`src/rtl/fsmu_clip.sv`:
```
// Two-stage power-of-two scaling with truncation and clipping to a cap.
`timescale 1ns / 1ps

module fsmu_clip (
    input  logic                i_clk,
    input  logic                i_rst_n,
    input  logic                i_en,
    input  logic                i_valid,
    input  logic [127:0]        i_p,
    input  logic signed [8:0]   i_sh,
    input  logic [47:0]         i_cap,
    output logic                o_valid,
    output logic [47:0]         o_val,
    output logic                o_clip
);

    logic               w_left;
    logic signed [8:0]  w_nsh;
    logic [127:0]       n_r;
    logic [47:0]        w_lim;
    logic               n_cmpl;

    logic [127:0] r_r;
    logic         r_left, r_cmpl, r_v1, r_v2;
    logic [47:0]  r_cap1, r_val;
    logic         r_clip;
    logic         w_clip;

    always_comb begin
        w_left = i_sh > 9'sd0;
        w_nsh  = -i_sh;
        w_lim  = i_cap >> i_sh[7:0];
        n_r    = w_left ? (i_p << i_sh[7:0]) : (i_p >> w_nsh[6:0]);
        n_cmpl = i_p > {80'd0, w_lim};
    end

    assign w_clip = r_left ? r_cmpl : (r_r > {80'd0, r_cap1});

    always_ff @(posedge i_clk) begin
        if (!i_rst_n) begin
            r_v1 <= 1'b0;
            r_v2 <= 1'b0;
        end else if (i_en) begin
            r_v1 <= i_valid;
            r_v2 <= r_v1;
        end
    end

    always_ff @(posedge i_clk) begin
        if (i_en) begin
            r_r    <= n_r;
            r_left <= w_left;
            r_cmpl <= n_cmpl;
            r_cap1 <= i_cap;
            r_clip <= w_clip;
            r_val  <= w_clip ? r_cap1 : r_r[47:0];
        end
    end

    assign o_valid = r_v2;
    assign o_val   = r_val;
    assign o_clip  = r_clip;

endmodule

```
`config.mk`:
```
export PLATFORM = sky130hd
export DESIGN_NAME = fsmu_clip
export DESIGN_NICKNAME = d
export VERILOG_FILES = /design/src/rtl/fsmu_clip.sv
export SDC_FILE = /design/constraint.sdc
export NUM_CORES = 2
export LEC_CHECK = 0
export BUFFER_PORTS_ARGS = -buffer_cell sky130_fd_sc_hd__buf_2
export CAP_MARGIN = 10
export CORE_UTILIZATION = 31
export CTS_BUF_LIST = sky130_fd_sc_hd__clkbuf_8
export CTS_CLUSTER_SIZE = 14
export DETAILED_ROUTE_END_ITERATION = 10
export HOLD_SLACK_MARGIN = 0.1
export SYNTH_ARGS = -nofsm -noshare
export SYNTH_HDL_FRONTEND = slang
export SYNTH_SLANG_ARGS = --single-unit
export TNS_END_PERCENT = 10
```
`constraint.sdc`:
```
create_clock -name i_clk -period 11.3 [get_ports i_clk]
set_input_delay 0.565 -clock i_clk [delete_from_list [all_inputs] [get_ports i_clk]]
set_output_delay 0.565 -clock i_clk [all_outputs]
set_load 0.01 [all_outputs]
```
==> impl_metrics.env <==
export IMPL_status="complete, no violations"
export IMPL_die_area_um2=110800
export IMPL_dieHeight_um=332.9
export IMPL_hold_viol=0
export IMPL_dr_pass1_iters=7
export IMPL_place_ws_ps=5322
export IMPL_rows=121
export IMPL_postLayoutSetupSlackWorst_ps=5736
export IMPL_drt_iter0_drc=5886
export IMPL_vias_per_cell=6.973
export IMPL_cts_buffer_depth=3
export IMPL_slew_headroom_pct=2.325
export IMPL_post_route_min_period_ps=5564
export IMPL_rrSetupSlack_ps=6860
export IMPL_synth_avg_cell_area_um2=9.324
export IMPL_total_power_uw=4108
export IMPL_critPathKind="input pin to register"
export IMPL_cts_sinks=229
export IMPL_netlist_area_leader_share_pct=20.90
export IMPL_area_delta_synth_final_pct=8.300
export IMPL_switching_share_pct=46.47
export IMPL_cp_max_fo=64
export IMPL_cts_inserted_buffers=36
export IMPL_skew_ps=31.99
export IMPL_p_per_area_nw_per_um2=111.7
export IMPL_timing_rr_end="o_val[0]"
export IMPL_ys_warnings_count=0
export IMPL_drc_errors=0
export IMPL_vias=35390
export IMPL_port_buffers=238
export IMPL_holdBufCountCts=0
export IMPL_grt_remaining_overflow=0
export IMPL_r2r_worst_path_cells=8
export IMPL_cp_start_kind="input pin"
export IMPL_cts_resized=0
export IMPL_cts_setup_buffers=0
export IMPL_clkLatencyLatePin_ps=580
export IMPL_synthDistinctLibCells=83
export IMPL_ir_drop_mv=0.08337
export IMPL_core_um2=108700
export IMPL_grt_pass1_wl_um=264000
export IMPL_synthesis_nets=3927
export IMPL_intPower_uw=2199
export IMPL_tightest_slew_ps=1465
export IMPL_htreeDepth=2
export IMPL_arrival_ps=5850
export IMPL_wl_per_cell_um=37.96
export IMPL_timing_rr_start="r_r[60]"
export IMPL_synth_ff_type="edfxtp_1"
export IMPL_final_nets=3918
export IMPL_die_x_um=332.9
export IMPL_clockPowerShare_pct=20.0
export IMPL_min_period_over_period_pct=49.24
export IMPL_syn_inst=3641
export IMPL_power_switching_uw=1909
export IMPL_startpoint="i_sh[0]"
export IMPL_crit_path_end_kind="register"
export IMPL_synth_top_area_cell="mux4_2"
export IMPL_synthTopCellsByArea="mux4_2 (21%), edfxtp_1 (20%), mux2i_1 (11%)"
export IMPL_synth_area_um2=33950
export IMPL_tritoncts="yes"
export IMPL_ant_nets=0
export IMPL_hpwl_um=146600
export IMPL_grt_max_degree=111
export IMPL_nFillCells=11220
export IMPL_setup_viol=0
export IMPL_synth_edf_count=227
export IMPL_min_path_type="input pin to register"
export IMPL_drive_gt1_share_pct=25.32
export IMPL_gp_congestion=1.074
export IMPL_slew_viol_final=0
export IMPL_antenna_found_initial=18
export IMPL_grt_usage_pct=33.45
export IMPL_ys_seq_area_share_pct=20.20
export IMPL_rsz0062_at_grt="false"
export IMPL_combPwrFrac_pct=52.7
export IMPL_ys_async_sr_fraction_pct=0
export IMPL_multi_input_area_um2=25190
export IMPL_ys_ff_latch=229
export IMPL_max_cap_violations=0
export IMPL_leakage_uw=0.01365
export IMPL_grt_pass1_vias=32600
export IMPL_cp_data_required_time_ps=11590
export IMPL_wl_um=192600
export IMPL_fmax_ghz=0.1797
export IMPL_crit_end="r_cmpl"
export IMPL_clk_pin_slew_ps=70
export IMPL_seq_power_share_pct=27.3
export IMPL_ios=239
export IMPL_start_util_pct=31.23
export IMPL_seqCellArea_um2=6857
export IMPL_fin_setup_tns_ps=0
export IMPL_clock_root_buffer="clkbuf_8"
cells in the final DEF, fill, tap and decap left out, types with 8 or more instances in the layout:
cell and instances:
nand2_1 507, mux2i_1 370, mux4_2 315, nor2_1 259, buf_2 232, edfxtp_1 227
a21oi_1 216, o21ai_0 193, o211ai_1 173, mux2_2 171, ha_1 96, buf_4 88
nand3_1 79, o22ai_1 77, inv_1 57, nor4_1 43, nand4_1 36, a22oi_1 36
clkbuf_8 36, nor3_1 35, o221ai_1 34, a21o_1 28, a221oi_1 23, a211oi_1 23
a211o_1 18, or3_1 17, o22a_1 16, o21ai_1 14, a31oi_1 12, o2bb2ai_1 11
or2_2 11, a2bb2oi_1 10, o21a_1 10, clkinv_2 9, and3_1 9, a221o_1 9
nor2b_1 8
layout make-up:
cell class / instances / share of cell area [%]
diodes: 4 / 0.02723
multi-input cells: 2978 / 68.51
inverters: 61 / 0.6364
repair buffers: 326 / 5.193
clock inverters: 27 / 0.8236
clock buffers: 36 / 1.348
flip-flops and latches: 229 / 18.65
well taps: 1414 / 4.812
through the flow:
stage / utilization (%) / area (um^2) / hold slack, ps / std cells
after global placement: 33.08 / 35960 / 501.1 / 5008
after global routing: 33.82 / 36760 / 214.7 / 5072
final: 33.82 / 36770 / 225.5 / 5075
after CTS: 33.81 / 36760 / 175.0 / 5071
after detailed placement: 33.08 / 35960 / 514.7 / 5008
after floorplan: - / 33950 / 482.4 / 3641
Yosys cell counts, types with 57 or more instances:
master      n
nor2_1    263
ha_1       97
mux2_2    171
nand3_1    79
o22ai_1    79
clkbuf_1  188
mux2i_1   370
o21ai_0   195
edfxtp_1  227
nand2_1   510
a21oi_1   216
mux4_2    315
buf_2      95
o211ai_1  173
inv_1      57
routing by layer:
| metal | global-route usage, % | wire (um) | vias up | share of wire, % |
|---|---|---|---|---|
| met2 | 50.87 | 83520 | 2812 | 43 |
| met5 | 0 | 122 | - | 0.063 |
| met1 | 44.16 | 74370 | 17680 | 39 |
| met4 | 16.44 | 11640 | 18 | 6.0 |
| li1 | - | - | 14330 | - |
| met3 | 8.162 | 22990 | 546 | 12 |
power groups by stage:
stage | Clock [uW] | Sequential [uW] | Combinational, uW
final | 822 | 1120 | 2160
after global routing | 860 | 1130 | 2200
after CTS | 840 | 1120 | 2060
after detailed placement | 0 | 1140 | 2050
after global placement | 0 | 1140 | 2060
after floorplan | 0 | 1100 | 1210
logic make-up (layout without fill, tap and decap cells):
logic type	count (synthesis)	in the layout	synth area share [%]
compound gates	965	965	18.70
xor+xnor	6	6	0.1990
fa+ha+maj	97	97	3.575
buf+inv	434	450	6.081
flops	229	229	20.20
mux	865	865	38.02
other cells	0	4	0
simple gates	1045	1045	13.22
critical path: stages:
cell	delay, ps
buf_8	420
buf_4	690
nor2b_1	440
o2bb2ai_1	190
nand2_1	160
o21ai_0	570
mux2i_1	320
nor2_1	140
o21ai_0	140
ha_1	340
nand4_1	90
or4_1	400
nor3_1	380
nand2_1	100
o2111a_1	260
nor3_1	540
worst min path at each step:
| stage | endpoint | depth (start not counted) | from | slack (ps) |
|---|---|---|---|---|
| final | r_cap1[36] | 1 | i_cap[36] | 230 |
| after global routing | r_cap1[36] | 1 | i_cap[36] | 210 |
| after CTS | r_cap1[36] | 1 | i_cap[36] | 170 |
| after floorplan | r_v1 | 2 | r_v1 | 480 |
| after global placement | o_valid | 2 | o_valid | 500 |
| after detailed placement | o_valid | 2 | o_valid | 510 |
state kept, by name, indices dropped and copies added, names as in the netlist:
register	cells
r_cap1	48
r_v1	1
o_val	48
o_clip	1
r_r	128
r_left	1
r_cmpl	1
o_valid	1
Note: power is estimated with default switching activity, not from simulation.
